**src/design/bgm_pkg.sv**
```systemverilog
package bgm_pkg;

  // Line store geometry
  localparam int MAX_WIDTH    = 2048;
  localparam int HEADER_BYTES = 54;

  localparam int COL_W   = (MAX_WIDTH > 1) ? $clog2(MAX_WIDTH) : 1;
  localparam int ADDR_W  = COL_W + 1;
  localparam int RAM_DEPTH = 2 ** ADDR_W;
  localparam int BYTE_W  = 8;
  localparam int IMG_W_W = 24;

  // Header counter must also reach the width byte positions
  localparam int HDR_CAP = (HEADER_BYTES + 1 > 21) ? HEADER_BYTES + 1 : 21;
  localparam int HDR_W   = $clog2(HDR_CAP);

  // Header byte positions of the little-endian image width
  localparam int WIDTH_POS_LO  = 18;
  localparam int WIDTH_POS_MID = 19;
  localparam int WIDTH_POS_HI  = 20;

  // 8.8 fixed-point gray weights for b, g, r
  localparam int GRAY_SUM_W = 16;
  localparam int WEIGHT_B   = 18;
  localparam int WEIGHT_G   = 184;
  localparam int WEIGHT_R   = 54;

  // Request queue depth; two entries keep reads ahead of bank reuse
  localparam int QUEUE_DEPTH = 2;
  localparam int QPTR_W      = $clog2(QUEUE_DEPTH);
  localparam int QCNT_W      = $clog2(QUEUE_DEPTH + 1);

  // Input item kind on tuser
  typedef enum logic {
    OP_BYTE  = 1'b0,
    OP_DRAIN = 1'b1
  } op_e;

  // Output request: either a plain byte or a line store read
  typedef struct packed {
    logic              from_ram;
    logic [ADDR_W-1:0] addr;
    logic [BYTE_W-1:0] data;
    logic              last;
    logic              err;
  } bgm_req_t;

  // Line store write port
  typedef struct packed {
    logic              en;
    logic [ADDR_W-1:0] addr;
    logic [BYTE_W-1:0] data;
  } bgm_wr_t;

endpackage

```
**src/design/bgm_back.sv**
```systemverilog
module bgm_back (
  input  logic                        clk_i,
  input  logic                        rst_ni,
  input  logic                        q_valid_i,
  input  bgm_pkg::bgm_req_t           q_req_i,
  output logic                        pop_o,
  output logic                        ram_re_o,
  output logic [bgm_pkg::ADDR_W-1:0]  ram_raddr_o,
  input  logic [bgm_pkg::BYTE_W-1:0]  ram_rdata_i,
  output logic                        m_valid_o,
  input  logic                        m_ready_i,
  output logic [bgm_pkg::BYTE_W-1:0]  m_data_o,
  output logic                        m_last_o,
  output logic                        m_err_o
);
  import bgm_pkg::*;

  logic     out_vld_q;
  bgm_req_t out_req_q;

  // Advance when the output stage is empty or being taken
  assign pop_o       = q_valid_i && (!out_vld_q || m_ready_i);
  assign ram_re_o    = pop_o && q_req_i.from_ram;
  assign ram_raddr_o = q_req_i.addr;

  always_ff @(posedge clk_i or negedge rst_ni) begin
    if (!rst_ni) begin
      out_vld_q <= 1'b0;
    end else if (!out_vld_q || m_ready_i) begin
      out_vld_q <= q_valid_i;
    end
  end

  always_ff @(posedge clk_i) begin
    if (pop_o) begin
      out_req_q <= q_req_i;
    end
  end

  // Read data lines up with the output stage
  assign m_valid_o = out_vld_q;
  assign m_data_o  = out_req_q.from_ram ? ram_rdata_i : out_req_q.data;
  assign m_last_o  = out_req_q.last;
  assign m_err_o   = out_req_q.err;

endmodule

```
**config.mk**
```make
export PLATFORM = sky130hd
export DESIGN_NAME = bgm_back
export DESIGN_NICKNAME = d
export VERILOG_FILES = /design/src/design/bgm_pkg.sv /design/src/design/bgm_back.sv
export SDC_FILE = /design/constraint.sdc
export NUM_CORES = 1
export LEC_CHECK = 0
export BUFFER_PORTS_ARGS = -buffer_cell sky130_fd_sc_hd__buf_2
export CELL_PAD_IN_SITES_DETAIL_PLACEMENT = 1
export CELL_PAD_IN_SITES_GLOBAL_PLACEMENT = 2
export CORE_ASPECT_RATIO = 2
export CORE_MARGIN = 5
export CORE_UTILIZATION = 19
export DETAILED_ROUTE_END_ITERATION = 6
export PLACE_DENSITY = 0.75
export SYNTH_ARGS = -nofsm -noshare
export SYNTH_HDL_FRONTEND = slang
export SYNTH_SLANG_ARGS = --single-unit
```
**constraint.sdc**
```tcl
create_clock -name clk_i -period 1.4 [get_ports clk_i]
set_clock_uncertainty 0.1 [all_clocks]
set_input_delay 0.14 -clock clk_i [delete_from_list [all_inputs] [get_ports clk_i]]
set_output_delay 0.14 -clock clk_i [all_outputs]
set_load 0.03 [all_outputs]
```
==> flow_summary.html <==
<table>
<tr><th>Metric</th><th>Value</th></tr>
<tr><th colspan="2">Clocking</th></tr>
<tr><td>Maximum level of the CTS H-tree</td><td>1</td></tr>
<tr><td>Buffer type at the clock tree root</td><td>sky130_fd_sc_hd__clkbuf_8</td></tr>
<tr><td>Latest clock arrival within the worst-skew pair</td><td>roughly 0.23 ns</td></tr>
<tr><td>Clk sinks</td><td>12</td></tr>
<tr><td>CTS tree</td><td>done</td></tr>
<tr><td>Register clock-pin slew on the reported worst setup and hold paths</td><td>0.05 ns</td></tr>
<tr><td>Maximum root-to-sink buffer count</td><td>2</td></tr>
<tr><td>Number of buffers added by the clock tree synthesis step</td><td>3</td></tr>
<tr><th colspan="2">STA</th></tr>
<tr><td>Maximum achievable frequency</td><td>677.6 MHz</td></tr>
<tr><td>Count of final setup violators</td><td>8</td></tr>
<tr><td>Setup TNS</td><td>-0.5873 ns</td></tr>
<tr><td>Hold Worst Slack</td><td>0.01286 ns</td></tr>
<tr><td>Unrepaired setup endpoints after global routing</td><td>true</td></tr>
<tr><td>Final critical-path share of the clock period</td><td>105.4%</td></tr>
<tr><td>Shortest period the worst path allows</td><td>1.476 ns</td></tr>
<tr><td>Slew at the pin closest to its max-slew limit</td><td>roughly 0.16 ns</td></tr>
<tr><td>Relative slew slack</td><td>89.28%</td></tr>
<tr><td>Final-report max-slew violation count</td><td>0</td></tr>
<tr><td>Setup slack after layout</td><td>-0.07579 ns</td></tr>
<tr><td>Final hold violations</td><td>0</td></tr>
<tr><th colspan="2">Global routing</th></tr>
<tr><td>Pin count of the biggest net entering global routing</td><td>12</td></tr>
<tr><td>Sum of overflow across all layers after global routing</td><td>0</td></tr>
<tr><td>Wire length of the first global-routing pass</td><td>1690 um</td></tr>
<tr><td>Via count of the first global-routing pass</td><td>426</td></tr>
<tr><td>Overall track demand over capacity in global routing</td><td>4.788%</td></tr>
<tr><td>Initial antenna violation count</td><td>0</td></tr>
<tr><th colspan="2">Yosys</th></tr>
<tr><td>Cell count after synthesis</td><td>37</td></tr>
<tr><td>Yosys Warn Count</td><td>0</td></tr>
<tr><td>Number of unique standard cell types used by synthesis</td><td>8</td></tr>
<tr><td>Syn Nets</td><td>72</td></tr>
<tr><td>Post-synth design cell area</td><td>601.8 um2</td></tr>
<tr><td>Average size of a mapped cell</td><td>16.27 um2</td></tr>
<tr><td>Post-synthesis sequential element count</td><td>12</td></tr>
<tr><td>Share of the yosys chip area belonging to registers</td><td>between 50% and 60%</td></tr>
<tr><th colspan="2">Worst setup path</th></tr>
<tr><td>Endpoint arrival time on the critical path</td><td>1.24 ns</td></tr>
<tr><td>Critical path, cell by cell</td><td>buf_12 -&gt; mux2_4 -&gt; buf_6</td></tr>
<tr><td>Data required, critical path</td><td>1.16 ns</td></tr>
<tr><td>Critical path class</td><td>flip-flop to primary output</td></tr>
<tr><td>Largest stage delay, worst path</td><td>0.41 ns</td></tr>
<tr><td>Worst Setup End Kind</td><td>primary output</td></tr>
<tr><td>Critical path launch point type</td><td>flip-flop</td></tr>
<tr><td>Standard cell with the maximum stage delay on the critical path</td><td>sky130_fd_sc_hd__edfxtp_1</td></tr>
<tr><td>First element of the critical path</td><td>out_req_q[22]$_DFFE_PP_</td></tr>
<tr><td>Launching point of the worst reg2reg path</td><td>m_valid_o$_DFFE_PN0P_</td></tr>
<tr><td>Maximum fanout count along the critical path</td><td>8</td></tr>
<tr><th colspan="2">Drt</th></tr>
<tr><td>WL per Instance</td><td>10.58 um</td></tr>
<tr><td>Vias per cell</td><td>~3.8</td></tr>
<tr><td>Routed via count</td><td>between 400 and 500</td></tr>
<tr><td>Post-detailed-routing wire length</td><td>1132 um</td></tr>
<tr><td>Antenna viol nets, final</td><td>0</td></tr>
<tr><td>DRC Markers</td><td>0</td></tr>
<tr><td>Router iterations before antenna repair</td><td>2</td></tr>
<tr><td>Number of DRC markers after the initial detailed-route iteration</td><td>4</td></tr>
<tr><th colspan="2">Power and ir drop</th></tr>
<tr><td>VDD IR-drop max</td><td>0.0004298 V</td></tr>
<tr><td>Leakage power total</td><td>between 0.4 and 0.5 nW</td></tr>
<tr><td>Tot Pwr</td><td>0.9550 mW</td></tr>
<tr><td>Ratio of total power to cell area</td><td>1003 nW/um2</td></tr>
<tr><th colspan="2">Layout</th></tr>
<tr><td>Fraction of final layout cells sized beyond drive strength 1</td><td>64.47%</td></tr>
<tr><td>Fraction of the core area covered by cells at the end of the flow</td><td>30.51%</td></tr>
<tr><td>Final Non-Filler Cells</td><td>approximately 110</td></tr>
<tr><td>Layout-stage area growth over the synthesis result</td><td>58.21%</td></tr>
<tr><td>Net count, final</td><td>between 100 and 150</td></tr>
<tr><td>Antenna diode count</td><td>0</td></tr>
<tr><th colspan="2">Die</th></tr>
<tr><td>Width of the chip</td><td>49.80 um</td></tr>
<tr><td>Count of standard-cell rows</td><td>29</td></tr>
<tr><td>Core outline area</td><td>3120 um2</td></tr>
<tr><td>Initial core utilization</td><td>19.29%</td></tr>
<tr><td>DIE AREA</td><td>4461 um2</td></tr>
<tr><td>Number of top-level design ports</td><td>60</td></tr>
<tr><td>Die Y</td><td>89.59 um</td></tr>
<tr><th colspan="2">Outcome</th></tr>
<tr><td>Status</td><td>complete, but fails checks</td></tr>
<tr><td>Failing checks</td><td>negative setup slack</td></tr>
<tr><th colspan="2">Min path</th></tr>
<tr><td>HP Start</td><td>q_req_i[22]</td></tr>
<tr><td>Hold Path Class</td><td>primary input to flip-flop</td></tr>
<tr><th colspan="2">Flow run</th></tr>
<tr><td>Max Cap Viol</td><td>0</td></tr>
<tr><th colspan="2">Placed design</th></tr>
<tr><td>Routability cong.</td><td>0.6572</td></tr>
<tr><td>DPL Wire Length</td><td>1006 um</td></tr>
<tr><td>Placed insts</td><td>91</td></tr>
<tr><td>IO Port Bufs</td><td>35</td></tr>
</table>
==> registers in the layout, summed over array words and instances (netlist names) <==
signal	count
m_err_o	1
m_last_o	1
m_valid_o	1
out_req_q	9
==> cell usage after synthesis (all sizes together) <==
cell type	count	area (um2)
buf	13	101.4
mux2	8	120.1
edfxtp	11	330.3
nand2b	2	12.51
dfrtp	1	25.02
and2	1	6.260
and3	1	6.260
==> area by class of cell <==
type / count / area (um2)
flip-flops and latches: 12 / 355.3
multi-input cells: 12 / 147.6
fillers: 347 / 2168
well taps: 31 / 38.79
clock buffers: 4 / 45.04
repair buffers: 48 / 365.4
==> final timing paths <==
kind	to	slack, ns	cells past startpoint
min in group asynchronous	m_valid_o$_DFFE_PN0P_	0.11	2
worst max register to register	out_req_q[3]$_DFFE_PP_	0.18	3
worst min register to register	m_valid_o$_DFFE_PN0P_	0.45	2
max in group asynchronous	m_valid_o$_DFFE_PN0P_	1.01	2
worst min-delay path	out_req_q[22]$_DFFE_PP_	0.01	1
worst max-delay path	m_data_o[1]	-0.08	3
==> cell usage in the layout (no fill, tap or decap), types with 2 or more instances in the layout <==
cell and instances:
sky130_fd_sc_hd__buf_2 26, sky130_fd_sc_hd__dlygate4sd3_1 11, sky130_fd_sc_hd__edfxtp_1 11, sky130_fd_sc_hd__mux2_4 8, sky130_fd_sc_hd__buf_6 8, sky130_fd_sc_hd__clkbuf_8 3, sky130_fd_sc_hd__nand2b_1 2, sky130_fd_sc_hd__buf_4 2
==> report_power, final <==
group	switching [mW]	internal, mW
Clock	0.113	0.199
Sequential	0.00594	0.416
Combinational	0.0999	0.121
==> metal layers <==
| layer | GRT usage [%] | vias up | wire length [um] |
|---|---|---|---|
| li1 | - | 195 | - |
| met1 | 4.000 | 172 | 353 |
| met2 | 9.049 | 29 | 571 |
| met3 | 1.983 | 6 | 197 |
| met4 | 2.864 | 0 | 9 |
| met5 | 0 | - | 0 |
==> stage by stage <==
stage	area [um2]	setup WS, ns
2_1_floorplan	604.3	0.09690
5_1_grt	952.2	-0.1172
6_report	952.2	-0.07579
4_1_cts	952.2	-0.08923
3_5_place_dp	737.0	0.1346
3_3_place_gp	737.0	0.1413
==> repair_timing <==
item	CTS	global route
buffers inserted	1	0
pin swaps	1	0
resized for setup	17	0
setup endpoints to repair	9	8
hold buffers	11	0
hold endpoints to repair	11	0
==> critical path, delay by kind of cell, from the launching register on <==
family | cells | cell delay (ns)
buf+inv | 2 | 0.31
mux | 1 | 0.29
flops | 1 | 0.41
==> kinds of logic (layout without fill, tap and decap cells) <==
family                 count (synthesis)  in the layout  synth area share, %
buffers and inverters                 13             52                16.84
and+or+nand+nor                        4              4                4.159
muxes                                  8              8                19.96
DFF                                   12             12                59.04
(Power assumes the default switching activity.)
