===== src/design/bgm_pkg.sv =====
package bgm_pkg;

  // Line store geometry
  localparam int MAX_WIDTH    = 2048;
  localparam int HEADER_BYTES = 54;

  localparam int COL_W   = (MAX_WIDTH > 1) ? $clog2(MAX_WIDTH) : 1;
  localparam int ADDR_W  = COL_W + 1;
  localparam int RAM_DEPTH = 2 ** ADDR_W;
  localparam int BYTE_W  = 8;
  localparam int IMG_W_W = 24;

  // Header counter must also reach the width byte positions
  localparam int HDR_CAP = (HEADER_BYTES + 1 > 21) ? HEADER_BYTES + 1 : 21;
  localparam int HDR_W   = $clog2(HDR_CAP);

  // Header byte positions of the little-endian image width
  localparam int WIDTH_POS_LO  = 18;
  localparam int WIDTH_POS_MID = 19;
  localparam int WIDTH_POS_HI  = 20;

  // 8.8 fixed-point gray weights for b, g, r
  localparam int GRAY_SUM_W = 16;
  localparam int WEIGHT_B   = 18;
  localparam int WEIGHT_G   = 184;
  localparam int WEIGHT_R   = 54;

  // Request queue depth; two entries keep reads ahead of bank reuse
  localparam int QUEUE_DEPTH = 2;
  localparam int QPTR_W      = $clog2(QUEUE_DEPTH);
  localparam int QCNT_W      = $clog2(QUEUE_DEPTH + 1);

  // Input item kind on tuser
  typedef enum logic {
    OP_BYTE  = 1'b0,
    OP_DRAIN = 1'b1
  } op_e;

  // Output request: either a plain byte or a line store read
  typedef struct packed {
    logic              from_ram;
    logic [ADDR_W-1:0] addr;
    logic [BYTE_W-1:0] data;
    logic              last;
    logic              err;
  } bgm_req_t;

  // Line store write port
  typedef struct packed {
    logic              en;
    logic [ADDR_W-1:0] addr;
    logic [BYTE_W-1:0] data;
  } bgm_wr_t;

endpackage


===== src/design/bgm_queue.sv =====
module bgm_queue (
  input  logic              clk_i,
  input  logic              rst_ni,
  input  logic              push_i,
  input  bgm_pkg::bgm_req_t req_i,
  output logic              full_o,
  input  logic              pop_i,
  output logic              valid_o,
  output bgm_pkg::bgm_req_t req_o
);
  import bgm_pkg::*;

  bgm_req_t          slot_q [QUEUE_DEPTH];
  logic [QPTR_W-1:0] wptr_q, rptr_q;
  logic [QCNT_W-1:0] cnt_q;
  logic              do_pop;

  assign full_o  = (cnt_q == QCNT_W'(QUEUE_DEPTH));
  assign valid_o = (cnt_q != '0);
  assign req_o   = slot_q[rptr_q];
  assign do_pop  = pop_i && valid_o;

  // Entry storage
  always_ff @(posedge clk_i) begin
    if (push_i) begin
      slot_q[wptr_q] <= req_i;
    end
  end

  // Pointers and fill level
  always_ff @(posedge clk_i or negedge rst_ni) begin
    if (!rst_ni) begin
      wptr_q <= '0;
      rptr_q <= '0;
      cnt_q  <= '0;
    end else begin
      if (push_i) begin
        wptr_q <= (wptr_q == QPTR_W'(QUEUE_DEPTH - 1)) ? '0 : wptr_q + QPTR_W'(1);
      end
      if (do_pop) begin
        rptr_q <= (rptr_q == QPTR_W'(QUEUE_DEPTH - 1)) ? '0 : rptr_q + QPTR_W'(1);
      end
      case ({push_i, do_pop})
        2'b10:   cnt_q <= cnt_q + QCNT_W'(1);
        2'b01:   cnt_q <= cnt_q - QCNT_W'(1);
        default: cnt_q <= cnt_q;
      endcase
    end
  end

endmodule


===== config.mk =====
export PLATFORM = sky130hd
export DESIGN_NAME = bgm_queue
export DESIGN_NICKNAME = d
export VERILOG_FILES = /design/src/design/bgm_pkg.sv /design/src/design/bgm_queue.sv
export SDC_FILE = /design/constraint.sdc
export NUM_CORES = 1
export LEC_CHECK = 0
export ABC_AREA = 0
export BUFFER_PORTS_ARGS = -buffer_cell sky130_fd_sc_hd__buf_2
export CAP_MARGIN = 25
export CELL_PAD_IN_SITES_DETAIL_PLACEMENT = 0
export CELL_PAD_IN_SITES_GLOBAL_PLACEMENT = 1
export CORE_AREA = 2 2 69 71
export CTS_CLUSTER_DIAMETER = 120
export CTS_CLUSTER_SIZE = 12
export DETAILED_ROUTE_END_ITERATION = 12
export DIE_AREA = 0 0 71 73
export PLACE_DENSITY = 0.83
export SLEW_MARGIN = 20
export SYNTH_ARGS = -nofsm -noshare
export SYNTH_HDL_FRONTEND = slang
export SYNTH_SLANG_ARGS = --single-unit

===== constraint.sdc =====
create_clock -name clk_i -period 4.4 [get_ports clk_i]
set_clock_uncertainty 0.05 [all_clocks]
set_input_delay 0.44 -clock clk_i [delete_from_list [all_inputs] [get_ports clk_i]]
set_output_delay 0.44 -clock clk_i [all_outputs]
set_load 0.005 [all_outputs]

==> results of run 1 <==
worst paths after layout:
| check | slack, ps | end | cells after the start | startpoint |
|---|---|---|---|---|
| worst min register to register | 450 | cnt_q[1] | 1 | cnt_q[1] |
| worst max register to register | 2820 | cnt_q[1] | 5 | cnt_q[0] |
| max in group asynchronous | 3740 | rptr_q | 2 | rst_ni |
| min in group asynchronous | 430 | cnt_q[0] | 2 | rst_ni |
| worst max-delay path | 2060 | req_o[11] | 3 | rptr_q |
| worst min-delay path | 280 | slot_q[0][15] | 1 | req_i[15] |
routing by layer:
layer  up-vias  GRT usage (%)  share of wire, %
li1        454              -                 -
met3         3          6.215               9.8
met5         -              0                 0
met2        39          19.83                49
met4         0          3.145              0.86
met1       452          13.89                40
placed cells by master (no fill, tap or decap), types with 2 or more instances in the layout:
master	count
sky130_fd_sc_hd__mux2_2	4
sky130_fd_sc_hd__xnor2_1	2
sky130_fd_sc_hd__xor2_1	3
sky130_fd_sc_hd__clkbuf_8	5
sky130_fd_sc_hd__buf_4	2
sky130_fd_sc_hd__edfxtp_1	46
sky130_fd_sc_hd__mux2_4	19
sky130_fd_sc_hd__buf_2	51
sky130_fd_sc_hd__dfrtp_1	4
cell families after synthesis:
group,synth area share (%)
mux,16.98
flops,76.14
simple gates,2.058
xor+xnor,2.251
fa+ha+maj,0.6430
buf+inv,1.929
sequential cells by signal (all words and copies together) (netlist names):
| signal | flops |
|---|---|
| rptr_q | 1 |
| wptr_q | 1 |
| slot_q | 46 |
| cnt_q | 2 |
power by group:
group / switching, mW / internal, mW
Sequential: 0.0596 / 0.635
Clock: 0.137 / 0.169
Combinational: 0.168 / 0.263
Total: 0.365 / 1.07
final cells by class:
cell class / count / area, um2
clock buffer: 6 / 72.57
clock inverter: 2 / 37.54
fill: 382 / 2148
inverter: 1 / 3.754
multi-input combinational: 35 / 429.2
sequential: 50 / 1481
tap: 54 / 67.56
timing repair buffer: 55 / 295.3
repair_timing:
item                                   4_1_cts  5_1_grt
buffers inserted                             0        0
hold buffers                                 1        0
endpoints found under the hold margin        4        0
critical path: stages (launching register included):
cell                      delay [ps]
sky130_fd_sc_hd__dfrtp_1         750
sky130_fd_sc_hd__buf_4           360
sky130_fd_sc_hd__mux2_4          320
sky130_fd_sc_hd__buf_2           130
stage by stage:
stage	utilization (%)	instance area (um2)	cells	power [mW]	hold WS, ps
final	52.63	2387	203	1.432	284.1
after floorplan	-	1946	89	1.004	94.41
after detailed placement	49.66	2252	193	1.142	205.6
after CTS	52.30	2372	202	1.451	270.8
after global placement	49.66	2252	193	1.125	197.5
after global routing	52.63	2387	203	1.519	263.9
==> run summary, run 1 <==
Data on the critical path is required at its endpoint by 3910 ps. The biggest area contributor in the post-synthesis netlist is sky130_fd_sc_hd__edfxtp_1. The initial utilization of the core area, before any placement, comes to 42.90%. The fraction of the cycle the final worst path needs was 53.12%; the static leakage power was 0.9740 nW. The Yosys step of the flow raised 0 warnings. The layout overhead on the synthesized area is 22.70%. Summed over its instances, the top area cell type makes up 71.00% of the synthesized netlist area. The floorplan step set the die height to 73 um.

The tools report the final count of negative-setup-slack endpoints as 0. The cell count after synthesis came out at 89. The worst path meets setup with 2063 ps of slack. In this run, synthesis produced a sequential element count of 50.

Once the clock tree was built, the resizer swapped 0 gates to a different size. The worst setup path is of the reg2out kind. The number of max-slew violations in the final report is 0. The logs give 1850 ps for the endpoint arrival time on the critical path and 2 for the number of buffers between clock root and the deepest sink.

The largest net degree at the start of global routing is 24, and the measured slew at the worst slew-check pin is 622.8 ps. Setup repair after global routing left no endpoint under its margin. For this run, design rule violations remaining after detail routing come to 0.

The all-layer global routing usage is 12.00%, and the number of standard-cell rows in the floorplan is 25. Weighted congestion at the end of routability-driven global placement: 0.6754. In this run the standard cell core region covers 4536 um2. The area enclosed by the die boundary was 5183 um2; the number of ports placed on the die boundary was 52.

STA classifies the critical path endpoint as an output port. The routed layout has 948 vias. The CTS buffer count came out at 5.

Detailed placement finished with a half-perimeter wire length of 2170 um. For the final hold violation count, the log shows 0. The tools report the remaining number of nets flagged by the antenna check after routing as 0. In this run the tightest slew margin relative to its limit is 58.48%. Clock-pin slew was measured on the worst setup and hold paths at 80 ps.

The final-stage net count was 176; the post-synthesis instance area was 1946 um2. For this block, the initial DRC count from the detailed router was 45. When the netlist entered floorplanning its net count stood at 117. For this run, the top clock speed supported by timing is 0.4278 GHz. The diode insertion count for antenna repair came out at 0. Of the cells placed in the final design, the portion with a size suffix greater than 1 is 59.06%.

Counting flops with a built-in enable in the synthesized netlist gives 46. The number of buffers added on ports works out to 51. TritonCTS built the clock tree.

Most instantiated flip-flop cell in the synthesis netlist: sky130_fd_sc_hd__edfxtp_1. Before CTS, the worst setup slack after placement is 2344 ps. The average detailed-routed wire length per instance works out to 14.33 um. For the worst-skew pair, the clock arrives at the later sink with an insertion delay of 290 ps. The run finished with clean final reports. The tools report the nature of the critical path startpoint as a register. Counting flops with an async set or reset pin after synthesis yields a share of 8.000%. In the post-synthesis netlist, the biggest area contributors are sky130_fd_sc_hd__edfxtp_1 (71%), sky130_fd_sc_hd__mux2_4 (15%), sky130_fd_sc_hd__dfrtp_1 (5.1%). Summed over all failing endpoints, the final setup total negative slack is 0 ps. By count the netlist is led by sky130_fd_sc_hd__edfxtp_1 (46), sky130_fd_sc_hd__mux2_4 (19), sky130_fd_sc_hd__dfrtp_1 (4), sky130_fd_sc_hd__mux2_2 (4). The pre-antenna-repair detailed-routing pass consisted of 4 iterations. The first global-routing pass estimated 4650 um of wire. sky130_fd_sc_hd__edfxtp_1 is the most common cell in the netlist. The initial antenna violation count is 0, and the mean cell area of the mapped netlist is 21.86 um2. Counting every sink on the clock net gives 50. Along the worst path, the maximum fanout reaches 13. Sequential cells were found to cover 76.14% of the synthesized design area.

The clock tree synthesis step divided the H-tree into 2 levels. For the aggregate routed wire length, the log shows 2910 um. The number of global-route vias before repair is 1037.

Across the VDD grid, the largest voltage drop is 0.3182 mV. The die is 71 um wide. After layout, the minimum clock period comes to 2337 ps. The distinct cell type count of the synthesized netlist was 14; the power density over the cells was 599.7 nW/um2.

The root buffer cell is sky130_fd_sc_hd__clkbuf_8. Across the run, the number of max-cap violations was 0. For this run the aggregate overflow at the end of global routing stands at 0.

The detailed-route vias per instance is 4.670. The worst hold path belongs to the class in2reg.
(Power assumes the default switching activity.)
==> inputs of run 2 (changes only) <==
Settings changed: ABC_AREA 0 to 1, CORE_AREA 2 2 69 71 to 2 2 76 78, DIE_AREA 0 0 71 73 to 0 0 78 80, PLACE_DENSITY 0.83 to 0.77.
Clock period 4.4 ns to 2.06 ns, I/O delays scaled along.
==> run 2 against run 1 <==
Against the previous run: area after synthesis rose by 0.77%; core utilization is 8.8 points lower; cell area decreased by 0.79%; power increased by 110%; setup slack worse by 1700 ps; routed wire length is 17% higher; via count increased by 25%; critical path depth grew 1; final cell count up 38%; sequential power is 110% higher; highest routed layer unchanged.
==> run summary, run 2 <==
Setup violations remaining at the end of the flow were counted as 0. TritonCTS built the clock tree. Broken down by cell family, the worst path's largest delay share belongs to flip-flops. The final hold violation count was 0.

Across every metal layer, demand over resource in global routing totals 11.66%. The number of buffers added on ports was 51. Ranked by instance count, the synthesized netlist is headed by sky130_fd_sc_hd__nand2_1 (67), sky130_fd_sc_hd__edfxtp_1 (46), sky130_fd_sc_hd__nand2_2 (11), sky130_fd_sc_hd__inv_1 (7), sky130_fd_sc_hd__dfrtp_1 (4).

The tools report the first-pass iteration count of the detailed router as 6. The completed layout was analyzed and its total power is 2.943 mW. The combined buffer and inverter count along the critical path was 2; the distinct cell type count of the synthesized netlist was 15. The detailed router finished its first iteration with 86 violations. The wire length of the first global-routing pass came out at 5264 um.

Summed over all instances, the cell type with the most area after synthesis is sky130_fd_sc_hd__edfxtp_1. The sum of negative setup slack was 0 ps. Counting flops with a built-in enable in the synthesized netlist gives 46. The mean cell area of the mapped netlist came out at 13.16 um2. After layout, the worst path uses 83.28% of the clock period.

The number of buffers inserted to repair setup after CTS is 0, and the number of levels in the clock H-tree is 2. Dividing the detail-routed wire length by the instance count gives 12.13 um. Timing analysis after detailed placement gives a worst setup slack of 635.3 ps.

In the layout the commonest cells are sky130_fd_sc_hd__nand2_1 (67), sky130_fd_sc_hd__buf_2 (51), sky130_fd_sc_hd__edfxtp_1 (46). IR analysis of the VDD net gives a maximum drop of 0.6194 mV. Type of the tightest min-delay check: in2reg. The measured slew at the worst slew-check pin was 512.9 ps.

The tools report the number of max-slew violations in the final report as 0. Summing all placed instances gives a cell area of 2278 um2. The initial utilization of the core area, before any placement, comes to 36.27%.

Sequential elements use 75.56% of the synthesized area. Among all stages on the critical path, the largest delay is contributed by sky130_fd_sc_hd__dfrtp_1. The synthesized design devotes to its leading area cell type 70.45% of total area.

Setup repair after global routing left no endpoint under its margin. The flip-flop count of the largest register after layout is 46. Wires add up to 3397 um. The count of nets left with antenna violations once routing finished came out at 0.

The tools report the launch point of the worst hold path as req_i[8]. In the synthesized netlist the async set-or-reset flop fraction comes to 8.000%. The number of standard-cell rows in the floorplan came out at 27.

The overall die height was 80 um. Clock-pin slew was measured on the worst setup and hold paths at 90 ps. Summing all non-filler instances in the final layout gives an area of 2369 um2. On the worst path, the slowest cell contributes a delay of 670 ps. The die covers 6240 um2. The detailed-route vias per instance is 4.225. Synthesis produced a netlist whose cell count is 149. Relative slew slack: 65.81%. The leading cell type in the layout, fill and taps excluded was sky130_fd_sc_hd__nand2_1. The tools report the initial antenna violation count as 0.

In the synthesized netlist the dominant register cell turns out to be sky130_fd_sc_hd__edfxtp_1. The diode insertion count for antenna repair is 0, and the Yosys warning count is 0. The tools report the nature of the critical path startpoint as a register. For the timing-limited maximum frequency, the log shows 0.5829 GHz. The startpoint of the lowest-slack register-to-register path is cnt_q[0]. The critical path required time is 1800 ps, and the layout overhead on the synthesized area is 20.80%. The cell area that synthesis handed to floorplanning was 1961 um2.

The register with the most flip-flops in the final layout is slot_q. Static leakage power: 1.049 nW. Traced cell by cell, the critical path runs through buf_4 > nand2_1 > nand2_1 > buf_2. Chip width: 78 um. The tools report the placed wire-length estimate as 2385 um.

In the post-synthesis netlist, the biggest area contributors are sky130_fd_sc_hd__edfxtp_1 (70%), sky130_fd_sc_hd__nand2_1 (13%), sky130_fd_sc_hd__dfrtp_1 (5.1%). The clock passes through at most 2 buffers. The critical path in this run is classified as reg2out. The insertion delay of the later-clocked pin in the worst-skew pair came out at 290 ps. Pin placement for this block handled 52 I/O pins. The flow ran to the end, and the final reports show no timing, DRC or antenna violations.

The number of vias after detailed routing is 1183, and the overall overflow remaining after global route is 0. The critical path endpoint category is an output port. The critical path starts at rptr_q.

Root buffer cell: sky130_fd_sc_hd__clkbuf_8. Critical path's most frequent cell: sky130_fd_sc_hd__nand2_1. The largest registers in the layout are slot_q (46), cnt_q (2). Setup slack on the critical path of the routed design comes to 344.4 ps. The final period demand of the worst path works out to 1716 ps. The number of sinks driven by the clock tree is 50, and the endpoint arrival time on the critical path is 1460 ps. Max-cap violations in this run came to 0. The power density over the cells works out to 1243 nW/um2. Dominant cell by count in the synthesized netlist: sky130_fd_sc_hd__nand2_1. For this run, design rule violations remaining after detail routing come to 0. Along the worst path, the maximum fanout reaches 11. The core region is 5405 um2.

The run gives 25 as the largest net degree at the start of global routing. Routability-driven placement finished with a final weighted congestion of 0.7690. The register bit total from synthesis came out at 50. The post-route netlist has 36.06% of its cells at a drive strength greater than 1. The tightest hold path in the finished design has a slack of 39.70 ps.

The net count of the finished layout is 236. The number of nets in the synthesized netlist is 177. The number of clock buffers added by TritonCTS is 5. The number of global-route vias before repair is 1102.
[run 2: cell types whose count changed after synthesis, moves of 2 or more]
cell	previous run	this run
sky130_fd_sc_hd__nand3_1	0	2
sky130_fd_sc_hd__mux2_2	4	0
sky130_fd_sc_hd__mux2_4	19	0
sky130_fd_sc_hd__nand2_2	0	11
sky130_fd_sc_hd__nand2_1	0	67
sky130_fd_sc_hd__inv_1	1	7
sky130_fd_sc_hd__xor2_1	3	1
[run 2: cell type report]
cell class | instances | area [um2]
clock buffers | 6 | 72.57
clock inverters | 1 | 7.507
fillers | 532 | 3037
inverters | 8 | 37.54
multi-input cells | 86 | 376.6
flip-flops and latches | 50 | 1481
well taps | 72 | 90.09
repair buffers | 57 | 302.8
[run 2: path summary, 6_finish.rpt]
| path | to | slack [ps] | cells past startpoint |
|---|---|---|---|
| min in group asynchronous | rptr_q | 190 | 2 |
| min | slot_q[0][8] | 40 | 1 |
| max in group asynchronous | wptr_q | 1640 | 2 |
| min reg2reg | cnt_q[1] | 430 | 2 |
| max | req_o[16] | 340 | 4 |
| max reg2reg | cnt_q[1] | 670 | 9 |
[run 2: repair_timing]
action	4_1_cts	5_1_grt
endpoints found under the hold margin	4	0
hold buffers	1	0
gates resized for setup	0	0
[run 2: where the power goes]
part	leakage, nW	switching, mW	total, mW	internal [mW]
combinational	0.532	0.562	0.951	0.389
sequential	0.479	0.110	1.47	1.36
clock	0.0373	0.293	0.526	0.233
[run 2: cells by family (layout without fill, tap and decap cells)]
group / count (synthesis) / in the layout / share of synthesized area (%)
DFF: 50 / 50 / 75.56
adders and majority gates: 1 / 1 / 0.6381
xor gates and xnor gates: 2 / 2 / 0.8936
buffers and inverters: 13 / 72 / 5.361
and+or+nand+nor: 83 / 83 / 17.55
[run 2: metal layers]
layer	part of all wire (%)	up-vias	GRT usage, %
met5	0	-	0
met4	1.6	0	6.316
met3	5.9	4	4.638
met2	51	37	20.09
met1	42	537	12.23
li1	-	605	-
[run 2: stage by stage]
stage / util, % / instances
2_1_floorplan: - / 149
3_3_place_gp: 42.15 / 272
3_5_place_dp: 42.15 / 272
4_1_cts: 43.82 / 280
5_1_grt: 43.82 / 280
6_report: 43.82 / 280
