<file path="config.mk">
export PLATFORM = sky130hd
export DESIGN_NAME = bgm_front
export DESIGN_NICKNAME = d
export VERILOG_FILES = /design/src/design/bgm_pkg.sv /design/src/design/bgm_front.sv
export SDC_FILE = /design/constraint.sdc
export NUM_CORES = 1
export LEC_CHECK = 0
export ABC_AREA = 0
export BUFFER_PORTS_ARGS = -buffer_cell sky130_fd_sc_hd__buf_2
export CORE_MARGIN = 4
export CORE_UTILIZATION = 30
export DETAILED_ROUTE_END_ITERATION = 12
export PLACE_DENSITY = 0.55
export SYNTH_ARGS = -nofsm -noshare
export SYNTH_HDL_FRONTEND = slang
export SYNTH_SLANG_ARGS = --single-unit
</file>
<file path="constraint.sdc">
create_clock -name clk_i -period 8.16 [get_ports clk_i]
set_clock_uncertainty 0.05 [all_clocks]
set_input_delay 0.408 -clock clk_i [delete_from_list [all_inputs] [get_ports clk_i]]
set_output_delay 0.408 -clock clk_i [all_outputs]
set_load 0.02 [all_outputs]
</file>
<file path="src/design/bgm_pkg.sv">
package bgm_pkg;

  // Line store geometry
  localparam int MAX_WIDTH    = 2048;
  localparam int HEADER_BYTES = 54;

  localparam int COL_W   = (MAX_WIDTH > 1) ? $clog2(MAX_WIDTH) : 1;
  localparam int ADDR_W  = COL_W + 1;
  localparam int RAM_DEPTH = 2 ** ADDR_W;
  localparam int BYTE_W  = 8;
  localparam int IMG_W_W = 24;

  // Header counter must also reach the width byte positions
  localparam int HDR_CAP = (HEADER_BYTES + 1 > 21) ? HEADER_BYTES + 1 : 21;
  localparam int HDR_W   = $clog2(HDR_CAP);

  // Header byte positions of the little-endian image width
  localparam int WIDTH_POS_LO  = 18;
  localparam int WIDTH_POS_MID = 19;
  localparam int WIDTH_POS_HI  = 20;

  // 8.8 fixed-point gray weights for b, g, r
  localparam int GRAY_SUM_W = 16;
  localparam int WEIGHT_B   = 18;
  localparam int WEIGHT_G   = 184;
  localparam int WEIGHT_R   = 54;

  // Request queue depth; two entries keep reads ahead of bank reuse
  localparam int QUEUE_DEPTH = 2;
  localparam int QPTR_W      = $clog2(QUEUE_DEPTH);
  localparam int QCNT_W      = $clog2(QUEUE_DEPTH + 1);

  // Input item kind on tuser
  typedef enum logic {
    OP_BYTE  = 1'b0,
    OP_DRAIN = 1'b1
  } op_e;

  // Output request: either a plain byte or a line store read
  typedef struct packed {
    logic              from_ram;
    logic [ADDR_W-1:0] addr;
    logic [BYTE_W-1:0] data;
    logic              last;
    logic              err;
  } bgm_req_t;

  // Line store write port
  typedef struct packed {
    logic              en;
    logic [ADDR_W-1:0] addr;
    logic [BYTE_W-1:0] data;
  } bgm_wr_t;

endpackage

</file>
<file path="src/design/bgm_front.sv">
module bgm_front (
  input  logic                       clk_i,
  input  logic                       rst_ni,
  input  logic                       valid_i,
  output logic                       ready_o,
  input  logic                       op_i,
  input  logic [bgm_pkg::BYTE_W-1:0] byte_i,
  input  logic                       eof_i,
  input  logic                       q_full_i,
  output logic                       push_o,
  output bgm_pkg::bgm_req_t          req_o,
  output bgm_pkg::bgm_wr_t           wr_o
);
  import bgm_pkg::*;

  typedef enum logic [2:0] {
    PH_BLUE  = 3'b001,
    PH_GREEN = 3'b010,
    PH_RED   = 3'b100
  } phase_e;

  localparam logic [1:0] LAST_SUB = 2'd2;

  logic [HDR_W-1:0]   hdr_q, hdr_d;
  logic [IMG_W_W-1:0] width_q, width_d;
  phase_e             phase_q, phase_d;
  logic [BYTE_W-1:0]  blue_q, blue_d, green_q, green_d;
  logic [COL_W-1:0]   wcol_q, wcol_d;
  logic               bank_q, bank_d;
  logic               pend_q, pend_d;
  logic [COL_W-1:0]   rcol_q, rcol_d;
  logic [1:0]         rsub_q, rsub_d;
  logic               fin_q, fin_d;

  logic                  accept;
  logic [GRAY_SUM_W-1:0] gray_sum;
  logic [COL_W-1:0]      last_col;
  logic                  row_done;

  function automatic logic width_ok(input logic [IMG_W_W-1:0] w);
    return (w != '0) && (w <= IMG_W_W'(MAX_WIDTH));
  endfunction

  assign ready_o  = !q_full_i;
  assign accept   = valid_i && ready_o;
  assign last_col = COL_W'(width_q - IMG_W_W'(1));

  // Weighted gray value of the held pixel
  assign gray_sum = GRAY_SUM_W'(WEIGHT_B) * GRAY_SUM_W'(blue_q)
                  + GRAY_SUM_W'(WEIGHT_G) * GRAY_SUM_W'(green_q)
                  + GRAY_SUM_W'(WEIGHT_R) * GRAY_SUM_W'(byte_i);

  // Classify the item and update the stream state
  always_comb begin
    hdr_d    = hdr_q;
    width_d  = width_q;
    phase_d  = phase_q;
    blue_d   = blue_q;
    green_d  = green_q;
    wcol_d   = wcol_q;
    bank_d   = bank_q;
    pend_d   = pend_q;
    rcol_d   = rcol_q;
    rsub_d   = rsub_q;
    fin_d    = fin_q;
    row_done = 1'b0;
    push_o   = 1'b0;
    req_o    = '0;
    wr_o     = '0;
    wr_o.addr = {bank_q, wcol_q};
    wr_o.data = gray_sum[GRAY_SUM_W-1 -: BYTE_W];
    req_o.addr = {~bank_q, rcol_q};

    // Mirrored read step of the pending row
    if (accept && pend_q && (op_i == OP_DRAIN || (!fin_q && hdr_q == HDR_W'(HEADER_BYTES)
                                                  && width_ok(width_q)))) begin
      req_o.from_ram = 1'b1;
      push_o         = 1'b1;
      if (rsub_q == LAST_SUB) begin
        rsub_d = '0;
        if (rcol_q == '0) begin
          pend_d = 1'b0;
        end else begin
          rcol_d = rcol_q - COL_W'(1);
        end
      end else begin
        rsub_d = rsub_q + 2'd1;
      end
    end

    if (accept && op_i == OP_DRAIN) begin
      req_o.last = fin_q && !pend_d;
    end else if (accept && !fin_q) begin
      fin_d = eof_i;
      if (hdr_q != HDR_W'(HEADER_BYTES)) begin
        // Header byte: echo and pick up the width
        case (hdr_q)
          HDR_W'(WIDTH_POS_LO):  width_d = {width_q[23:8], byte_i};
          HDR_W'(WIDTH_POS_MID): width_d = {width_q[23:16], byte_i, width_q[7:0]};
          HDR_W'(WIDTH_POS_HI):  width_d = {byte_i, width_q[15:0]};
          default:               width_d = width_q;
        endcase
        hdr_d      = hdr_q + HDR_W'(1);
        push_o     = 1'b1;
        req_o.data = byte_i;
        req_o.last = eof_i;
        req_o.err  = (hdr_q == HDR_W'(HEADER_BYTES - 1)) && !width_ok(width_d);
      end else if (!width_ok(width_q)) begin
        // Bad width: discard pixel byte
        push_o     = 1'b1;
        req_o.last = eof_i;
        req_o.err  = 1'b1;
      end else begin
        // Pixel byte
        case (phase_q)
          PH_BLUE: begin
            blue_d  = byte_i;
            phase_d = PH_GREEN;
          end
          PH_GREEN: begin
            green_d = byte_i;
            phase_d = PH_RED;
          end
          PH_RED: begin
            wr_o.en = 1'b1;
            phase_d = PH_BLUE;
            if (wcol_q == last_col) begin
              wcol_d   = '0;
              bank_d   = ~bank_q;
              pend_d   = 1'b1;
              rcol_d   = last_col;
              rsub_d   = '0;
              row_done = 1'b1;
            end else begin
              wcol_d = wcol_q + COL_W'(1);
            end
          end
          default: phase_d = PH_BLUE;
        endcase
        req_o.last = eof_i && !row_done && !pend_d;
      end
    end
  end

  always_ff @(posedge clk_i or negedge rst_ni) begin
    if (!rst_ni) begin
      hdr_q   <= '0;
      width_q <= '0;
      phase_q <= PH_BLUE;
      blue_q  <= '0;
      green_q <= '0;
      wcol_q  <= '0;
      bank_q  <= 1'b0;
      pend_q  <= 1'b0;
      rcol_q  <= '0;
      rsub_q  <= '0;
      fin_q   <= 1'b0;
    end else begin
      hdr_q   <= hdr_d;
      width_q <= width_d;
      phase_q <= phase_d;
      blue_q  <= blue_d;
      green_q <= green_d;
      wcol_q  <= wcol_d;
      bank_q  <= bank_d;
      pend_q  <= pend_d;
      rcol_q  <= rcol_d;
      rsub_q  <= rsub_d;
      fin_q   <= fin_d;
    end
  end

endmodule

</file>
==> results of run 1 <==
==> per-stage QoR <==
step	std cells	util, %	power, uW	setup slack (ps)	instance area [sq um]
global placement	1059	33.0	703	1810	7500
finish	1075	34.4	1110	1800	7810
floorplan	737	-	622	2570	6940
global route	1075	34.4	1190	1450	7810
CTS	1075	34.4	1130	1730	7810
detailed placement	1059	33.0	709	1740	7500
==> power by group through the flow <==
stage	combinational [uW]	clock (uW)	sequential (uW)
6_report	322	413	377
3_5_place_dp	326	0	384
3_3_place_gp	319	0	384
4_1_cts	327	427	377
2_1_floorplan	239	0	384
5_1_grt	370	444	376
==> synthesized netlist by cell type (all sizes together), types with 14 or more instances <==
library cell / n / area [sq um]
a21oi: 35 / 175
nor2: 37 / 155
xnor2: 47 / 412
ha: 85 / 1060
nand2: 51 / 191
mux2: 19 / 214
fa: 28 / 561
o21ai: 24 / 120
mux2i: 17 / 170
inv: 86 / 323
a22o: 16 / 140
nor3: 28 / 140
clkbuf: 14 / 52.6
dfrtp: 75 / 1880
==> cells in the final DEF, fill, tap and decap left out, drive strengths merged, types with 6 or more instances in the layout <==
cell type	count
a21oi	35
clkbuf	10
a21o	13
xor2	13
nor2	37
and2	10
nor3	28
dfrtp	75
nand2	51
nor2b	6
inv	88
nand4	10
or4	10
nor4	10
or3	9
nand3	13
mux2i	17
mux2	19
fa	28
xnor2	47
o21ai	24
a22o	16
ha	85
buf	60
==> per-layer routing <==
metal  wire (um)  vias up
met2        7220      107
met5           0        -
met4         269        0
met3         809       18
met1        8160     2594
li1            -     2689
==> worst paths after layout <==
check / startpoint / to / slack, ps / cells after the start
max: byte_i[2] / wr_o[7] / 1800 / 20
max in group asynchronous: rst_ni / hdr_q[4] / 7220 / 1
min in group clk_i: eof_i / fin_q / 280 / 3
min reg2reg: width_q[22] / width_q[22] / 440 / 2
max reg2reg: width_q[0] / blue_q[2] / 4600 / 8
min: rst_ni / rsub_q[0] / 170 / 1
==> logic make-up (layout without fill, tap and decap cells) <==
family / count (synthesis) / count (layout) / synth area share (%)
compound gates: 127 / 127 / 12.2
xor+xnor: 64 / 64 / 8.86
fa+ha+maj: 113 / 113 / 23.4
buf+inv: 109 / 162 / 6.22
flops: 76 / 76 / 27.4
mux: 36 / 36 / 5.53
simple gates: 212 / 212 / 16.4
==> area by class of cell <==
type	count	area [sq um]	area share [%]
Tap cell	285	357	4.57
Inverter	86	323	4.14
Clock buffer	10	239	3.06
Sequential cell	76	1900	24.4
Clock inverter	6	70.1	0.898
Multi-Input combinational cell	552	4610	59.0
Timing Repair Buffer	60	305	3.91
==> worst register-to-register path, stage by stage (launching register included) <==
cell                      delay (ps)
sky130_fd_sc_hd__dfrtp_1         500
sky130_fd_sc_hd__inv_1           110
sky130_fd_sc_hd__ha_1            350
sky130_fd_sc_hd__or3b_2          520
sky130_fd_sc_hd__nor3_1          240
sky130_fd_sc_hd__mux2i_1         380
sky130_fd_sc_hd__and3_1          270
sky130_fd_sc_hd__or4b_1          680
sky130_fd_sc_hd__mux2_2          360
==> flip-flops by register name, summed over array words and instances, names as in the netlist <==
signal	count
blue_q	8
rsub_q	2
wcol_q	11
rcol_q	11
width_q	24
fin_q	1
bank_q	1
phase_q	3
hdr_q	6
green_q	8
pend_q	1
==> results.cfg, run 1 <==
[setup_path]
worstSetupStartpointType = primary input
worst_path_dominant_cell_family = adder cells
cp_data_required_time_ps = 7700
setup.worst_path.class = in2out
timing.critical_path.buf_inv = 4
critical_path.cell_chain = buf_2 > ha_1 > fa_1 > inv_1 > fa_1 > inv_1 > ha_1 > nand2_1 > o21ai_0 > nor2b_1 > fa_1 > ha_1 > a21oi_1 > o22ai_1 > o41ai_1 > a21oi_1 > and4_1 > a2111oi_0 > xnor2_1 > buf_2
critPathSlowestCell = sky130_fd_sc_hd__a2111oi_0
worst_setup_path_end_kind = output port
timing.critical_path.fanout_max = 13
max_stage_delay_ps = 580
critical_path_arrival_ps = 5900

[sta]
final.hold.worst_slack_ps = 166
slew_headroom_pct = 21.3
max_slew.worst_pin.slew_ps = 1170
setup_total_negative_slack_ps = 0
grt_setup_unrepaired = no
timing.final.crit_share_pct = 77.9
fmax_achieved_ghz = 0.157
setup_violations_final = 0
timing_max_transition_violations_final = 0
clock_period_minus_final_worst_setup_slack_ps = 6360
timing.final.hold_violations = 0

[global_routing]
first_pass_grt_wire_length_um = 27900
first_global_vias = 5385
grtUsageTotal_pct = 13.1
total_overflow_reported_by_the_global_router = 0
grt_use_met2_pct = 20.0
gr-max-usage-layer = met2
global_route.usage.met3_pct = 2.50
grt_start_max_net_pins = 77
grt_util_met1_pct = 19.3
initial_antenna_violation_count = 0

[job]
max_capacitance_violation_count = 0

[yosys]
asyncSetResetFlopFracSynth_pct = 100
syn-cell-area_sq_um = 6940
net_count_after_synthesis = 864
ys_warn_count = 0
post_synth.cell_area_avg_sq_um = 9.42
syn-instance-count = 737
synth.lib_cells_used.distinct = 64
synth_enable_flop_cells = 0
synth_ff_type = sky130_fd_sc_hd__dfrtp_1
synth-seq-cells = 76
yosysSeqAreaShare_pct = 27.4

[floorplanning]
die_h_um = 160
boundaryPins = 60
floorplan.initialDensity_pct = 30.6
die_area_sq_um = 25600
floorplan.rows = 55
die_width_um = 160
core_area_sq_um = 22700

[clock_tree]
cts_hold_buf = 0
worst_setup_hold_path_clk_slew_ps = 60
htreeDepth = 3
clockRootBuffer = sky130_fd_sc_hd__clkbuf_16
insertion_delay_ps = 330
clock_buffer_count_from_cts = 9
postCtsResizedCells = 0
tritoncts_num_sinks = 76
cts_tree = built
post_cts.repair.setup_buffers = 0
cts-root-to-sink-buffers = 2

[route]
drt-wirelength-per-cell_um = 15.3
overall_via_count_from_detail_route = 5408
viasPerCell = 5.03
drt-total-wl_um = 16500
drt_pass1_iterations = 4
drtIter0Drc = 312
drcViolationCount = 0
drtAntennaViolNets = 0

[power_and_ir_drop]
power_per_cell_area_nw_per_um2 = 142
share_comb_of_total_power_pct = 28.9
cellInternalPower_uw = 759
power.net_switching_uw = 353
power.static_leakage_uw = 0.00404
share_clk_of_total_power_pct = 37.2
switching_share_pct = 31.7
irDropWorstVdd_mv = 0.105
p_seq_share_pct = 33.9

[hold_path]
timing.hold.worst.class = in2async

[layout]
num_antenna_cells = 0
synthToLayoutAreaGrowth_pct = 12.4
ratio_of_cells_with_drive_above_1_in_the_final_layout_pct = 13.3
design.final.nets = 912
filler_cell_count = 2350

[placed_design]
routabilityCongestion = 0.830
hpwl_um = 13000
placement.io_buffers = 59

[run_status]
status = finished, final reports clean
No activity file was read; power rests on OpenSTA's default activity.
==> run 2: changes to the inputs <==
Clock period 8.16 ns to 6.1 ns, I/O delays scaled along.
==> run 2 against run 1 <==
Die area did not move. Setup slack got worse by 1500 ps. Non-clock buffer count rose by 8. Count of clock-buffer cells in the layout rose by 2. Total power rose by 34%. Wire length rose by 1.1%. Critical endpoint unchanged. Largest cell class unchanged.
==> results.cfg, run 2 (synthesis gave the netlist of run 1 again) <==
[route]
drt-total-wl_um = 16600
viasPerCell = 4.98
drt_pass1_iterations = 4
drcViolationCount = 0
drtIter0Drc = 336
drtAntennaViolNets = 0
drt-wirelength-per-cell_um = 15.4
overall_via_count_from_detail_route = 5395

[floorplanning]
floorplan.rows = 55
die_h_um = 160
die_width_um = 160
boundaryPins = 60
core_area_sq_um = 22700
die_area_sq_um = 25600
floorplan.initialDensity_pct = 30.6

[layout]
largest_register_ff_count = 24
registers_with_the_highest_flip_flop_counts = width_q (24), rcol_q (11), wcol_q (11)
filler_cell_count = 2348
total_area_of_multi_input_combinational_cells_sq_um = 4650
ratio_of_cells_with_drive_above_1_in_the_final_layout_pct = 14.5
most-common-layout-cells = 86 x sky130_fd_sc_hd__inv_1, 85 x sky130_fd_sc_hd__ha_1, 75 x sky130_fd_sc_hd__dfrtp_1
synthToLayoutAreaGrowth_pct = 13.8
finalNonFillerCells = 1083
layout.area.seq_sq_um = 1900
final_common_cell = sky130_fd_sc_hd__inv_1
num_antenna_cells = 0
design.final.nets = 920
top_register = width_q
final_area_sq_um = 7900

[global_routing]
initial_antenna_violation_count = 0
grtUsageTotal_pct = 13.0
first_global_vias = 5122
first_pass_grt_wire_length_um = 27000
grt_start_max_net_pins = 77
total_overflow_reported_by_the_global_router = 0

[clock_tree]
clockRootBuffer = sky130_fd_sc_hd__clkbuf_16
worst_setup_hold_path_clk_slew_ps = 60
cts_hold_buf = 0
htreeDepth = 3
insertion_delay_ps = 340
clock_buffer_count_from_cts = 9
cts_tree = built
cts-root-to-sink-buffers = 2
post_cts.repair.setup_buffers = 0
tritoncts_num_sinks = 76

[job]
max_capacitance_violation_count = 0

[placed_design]
placedCellCount = 1067
placement.io_buffers = 59
hpwl_um = 12900
routabilityCongestion = 0.785
place_area_sq_um = 7560

[sta]
grt_setup_unrepaired = no
timing.final.hold_violations = 0
setup_violations_final = 0
timing.final.crit_share_pct = 94.8
clock_period_minus_final_worst_setup_slack_ps = 5780
fmax_achieved_ghz = 0.173
max_slew.worst_pin.slew_ps = 1040
slew_headroom_pct = 29.9
timing_max_transition_violations_final = 0
setup_total_negative_slack_ps = 0

[setup_path]
timing.critical_path.fanout_max = 4
worstReg2RegEnd = blue_q[5]
critical_path_arrival_ps = 5420
depth_of_the_most_critical_reg_to_reg_path = 8
r2r_slack_ps = 2600
regToRegStartpoint = width_q[0]
cp_data_required_time_ps = 5740
worst_setup_path_end_kind = output port
worstSetupStartpointType = primary input
setup.worst_path.class = in2out

[power_and_ir_drop]
power.static_leakage_uw = 0.00410
irDropWorstVdd_mv = 0.0863
power_per_cell_area_nw_per_um2 = 189

[run_status]
status = finished, final reports clean

[hold_path]
timing.hold.worst.class = in2async
[run 2: what timing repair did]
item                       CTS  global route
cloned                       0             0
gates resized for setup      1             6
pin swaps                    0             2
setup endpoints to repair    1             1
[run 2: worst max path at each step]
stage	from	to	slack, ps	cells after the start
2_1_floorplan	byte_i[1]	wr_o[7]	720	20
3_5_place_dp	byte_i[1]	wr_o[7]	0.7	23
4_1_cts	byte_i[1]	wr_o[7]	50	23
3_3_place_gp	byte_i[1]	wr_o[7]	20	23
5_1_grt	byte_i[1]	wr_o[7]	50	23
6_report	byte_i[1]	wr_o[7]	320	23
[run 2: cell type report]
cell class                 instances  area share [%]
sequential                        76            24.1
tap                              285            4.51
clock buffer                      12            3.25
multi-input combinational        552            58.9
clock inverter                     4           0.602
inverter                          86            4.08
timing repair buffer              68            4.62
[run 2: metrics by stage]
step	setup WS (ps)	hold slack, ps	utilization [%]	total power [uW]
5_1_grt	47.5	138	34.8	1580
2_1_floorplan	721	-40.6	-	833
3_3_place_gp	20.4	418	33.3	944
6_report	320	43.0	34.8	1490
3_5_place_dp	0.686	426	33.3	955
4_1_cts	52.4	106	34.6	1510
[run 2: worst max-delay path, cell delays in order]
cell,delay (ps)
sky130_fd_sc_hd__buf_2,130
sky130_fd_sc_hd__ha_1,330
sky130_fd_sc_hd__fa_1,510
sky130_fd_sc_hd__inv_1,50
sky130_fd_sc_hd__fa_1,490
sky130_fd_sc_hd__inv_1,40
sky130_fd_sc_hd__ha_1,330
sky130_fd_sc_hd__nand2_1,80
sky130_fd_sc_hd__o21ai_1,100
sky130_fd_sc_hd__o41ai_2,300
sky130_fd_sc_hd__inv_1,110
sky130_fd_sc_hd__a21oi_1,180
sky130_fd_sc_hd__xnor2_1,160
sky130_fd_sc_hd__fa_1,450
sky130_fd_sc_hd__ha_1,340
sky130_fd_sc_hd__or2_2,280
sky130_fd_sc_hd__a21oi_1,140
sky130_fd_sc_hd__a21oi_1,90
sky130_fd_sc_hd__and4_1,220
sky130_fd_sc_hd__a2111oi_4,340
sky130_fd_sc_hd__buf_4,160
sky130_fd_sc_hd__xnor2_1,100
sky130_fd_sc_hd__buf_2,180
[run 2: metal layers]
layer  wire [um]  share of wire, %  track usage [%]
met1        8210                49             19.1
met2        7620                46             20.3
met3         680               4.1             1.86
met4         132              0.79             2.93
met5           0                 0                0
[run 2: report_power, final]
| part | internal [uW] | switching, uW | total (uW) |
|---|---|---|---|
| Clock | 338 | 205 | 542 |
| Combinational | 186 | 258 | 444 |
| Sequential | 504 | 0 | 504 |
==> run 3: changes to the inputs <==
Settings changed: CTS_BUF_LIST from default to sky130_fd_sc_hd__clkbuf_16.
==> run 3 against run 2 <==
Sequential share of layout area up 0.061 points. Setup slack stayed put. Flip-flop and latch count stayed put. Total power decreased by 1.9%.
==> results.cfg, run 3 (synthesis gave the netlist of run 1 again) <==
[layout]
top_register = width_q
final_util_pct = 34.7
final_common_cell = sky130_fd_sc_hd__inv_1
ratio_of_cells_with_drive_above_1_in_the_final_layout_pct = 14.3
synthToLayoutAreaGrowth_pct = 13.5
largest_register_ff_count = 24
design.final.nets = 920
final_area_sq_um = 7880
registers_with_the_highest_flip_flop_counts = width_q (24), rcol_q (11), wcol_q (11)
num_antenna_cells = 0
finalNonFillerCells = 1083
filler_cell_count = 2348
most-common-layout-cells = 87 x sky130_fd_sc_hd__inv_1, 85 x sky130_fd_sc_hd__ha_1, 75 x sky130_fd_sc_hd__dfrtp_1

[clock_tree]
cts_hold_buf = 0
htreeDepth = 3
tritoncts_num_sinks = 76
cts_tree = built
clockRootBuffer = sky130_fd_sc_hd__clkbuf_16
cts-root-to-sink-buffers = 2
post_cts.repair.setup_buffers = 0
insertion_delay_ps = 340
clock_buffer_count_from_cts = 9
worst_setup_hold_path_clk_slew_ps = 60

[placed_design]
place_area_sq_um = 7560
placement.io_buffers = 59
routabilityCongestion = 0.785
hpwl_um = 12900
placedCellCount = 1067

[route]
drt-total-wl_um = 16600
drt_pass1_iterations = 4
viasPerCell = 4.98
drcViolationCount = 0
overall_via_count_from_detail_route = 5395
drt-wirelength-per-cell_um = 15.4
drtIter0Drc = 326
drtAntennaViolNets = 0

[sta]
max_slew.worst_pin.slew_ps = 1060
slew_headroom_pct = 28.4
setup_total_negative_slack_ps = 0
setup_violations_final = 0
grt_setup_unrepaired = no
fmax_achieved_ghz = 0.173
timing.final.crit_share_pct = 94.8
timing.final.hold_violations = 0
clock_period_minus_final_worst_setup_slack_ps = 5780
timing_max_transition_violations_final = 0

[floorplanning]
die_area_sq_um = 25600
boundaryPins = 60
floorplan.initialDensity_pct = 30.6
floorplan.rows = 55
die_width_um = 160
core_area_sq_um = 22700
die_h_um = 160

[setup_path]
worstSetupStartpointType = primary input
depth_of_the_most_critical_reg_to_reg_path = 8
timing.critical_path.fanout_max = 4
critical_path_arrival_ps = 5420
r2r_slack_ps = 2600
regToRegStartpoint = width_q[0]
worstReg2RegEnd = blue_q[5]
cp_data_required_time_ps = 5740
setup.worst_path.class = in2out
worst_setup_path_end_kind = output port

[job]
max_capacitance_violation_count = 0

[global_routing]
initial_antenna_violation_count = 0
first_pass_grt_wire_length_um = 27000
grtUsageTotal_pct = 13.0
first_global_vias = 5122
total_overflow_reported_by_the_global_router = 0
grt_start_max_net_pins = 77

[hold_path]
timing.hold.worst.class = in2async

[run_status]
status = finished, final reports clean

[power_and_ir_drop]
irDropWorstVdd_mv = 0.0863
power_per_cell_area_nw_per_um2 = 185
power.static_leakage_uw = 0.00409
-- run 3: worst max path at each step --
stage | startpoint | end | slack (ps)
after CTS | byte_i[1] | wr_o[7] | 50
after floorplan | byte_i[1] | wr_o[7] | 720
final | byte_i[1] | wr_o[7] | 320
after global routing | byte_i[1] | wr_o[7] | 50
after detailed placement | byte_i[1] | wr_o[7] | 0.7
after global placement | byte_i[1] | wr_o[7] | 20
-- run 3: cell type report --
class	instances	area, sq um	share of cell area (%)
Multi-Input combinational cell	552	4650	59.0
Sequential cell	76	1900	24.1
Timing Repair Buffer	68	365	4.63
Tap cell	285	357	4.52
Inverter	86	323	4.10
Clock buffer	9	225	2.86
Clock inverter	7	58.8	0.746
-- run 3: per-layer routing --
metal / up-vias / track usage (%) / share of wire, %
met3: 10 / 1.86 / 4.1
met4: 0 / 2.93 / 0.79
met2: 90 / 20.3 / 46
li1: 2706 / - / -
met1: 2589 / 19.1 / 49
met5: - / 0 / 0
-- run 3: worst max-delay path, stage by stage --
cell and delay (ps):
sky130_fd_sc_hd__buf_2 130, sky130_fd_sc_hd__ha_1 330, sky130_fd_sc_hd__fa_1 510, sky130_fd_sc_hd__inv_1 50, sky130_fd_sc_hd__fa_1 490, sky130_fd_sc_hd__inv_1 40, sky130_fd_sc_hd__ha_1 330, sky130_fd_sc_hd__nand2_1 80
sky130_fd_sc_hd__o21ai_1 100, sky130_fd_sc_hd__o41ai_2 300, sky130_fd_sc_hd__inv_1 110, sky130_fd_sc_hd__a21oi_1 180, sky130_fd_sc_hd__xnor2_1 160, sky130_fd_sc_hd__fa_1 450, sky130_fd_sc_hd__ha_1 340, sky130_fd_sc_hd__or2_2 280
sky130_fd_sc_hd__a21oi_1 140, sky130_fd_sc_hd__a21oi_1 90, sky130_fd_sc_hd__and4_1 220, sky130_fd_sc_hd__a2111oi_4 340, sky130_fd_sc_hd__buf_4 160, sky130_fd_sc_hd__xnor2_1 100, sky130_fd_sc_hd__buf_2 180
-- run 3: what timing repair did --
| item | 4_1_cts | 5_1_grt |
|---|---|---|
| gates cloned | 0 | 0 |
| setup endpoints to repair | 1 | 1 |
| gates resized for setup | 1 | 6 |
| pin swaps | 0 | 2 |
-- run 3: per-stage QoR --
stage,power (uW),worst slack [ps],hold slack [ps]
CTS,1480,52.4,106
finish,1460,320,39.2
detailed placement,955,0.686,426
floorplan,833,721,-40.6
global placement,944,20.4,418
global route,1560,47.5,138
-- run 3: power by group --
part | leakage (uW) | internal [uW] | switching [uW] | total [uW]
clock network | 0.000141 | 311 | 203 | 514
logic | 0.00294 | 186 | 258 | 444
registers | 0.00101 | 504 | 0 | 504
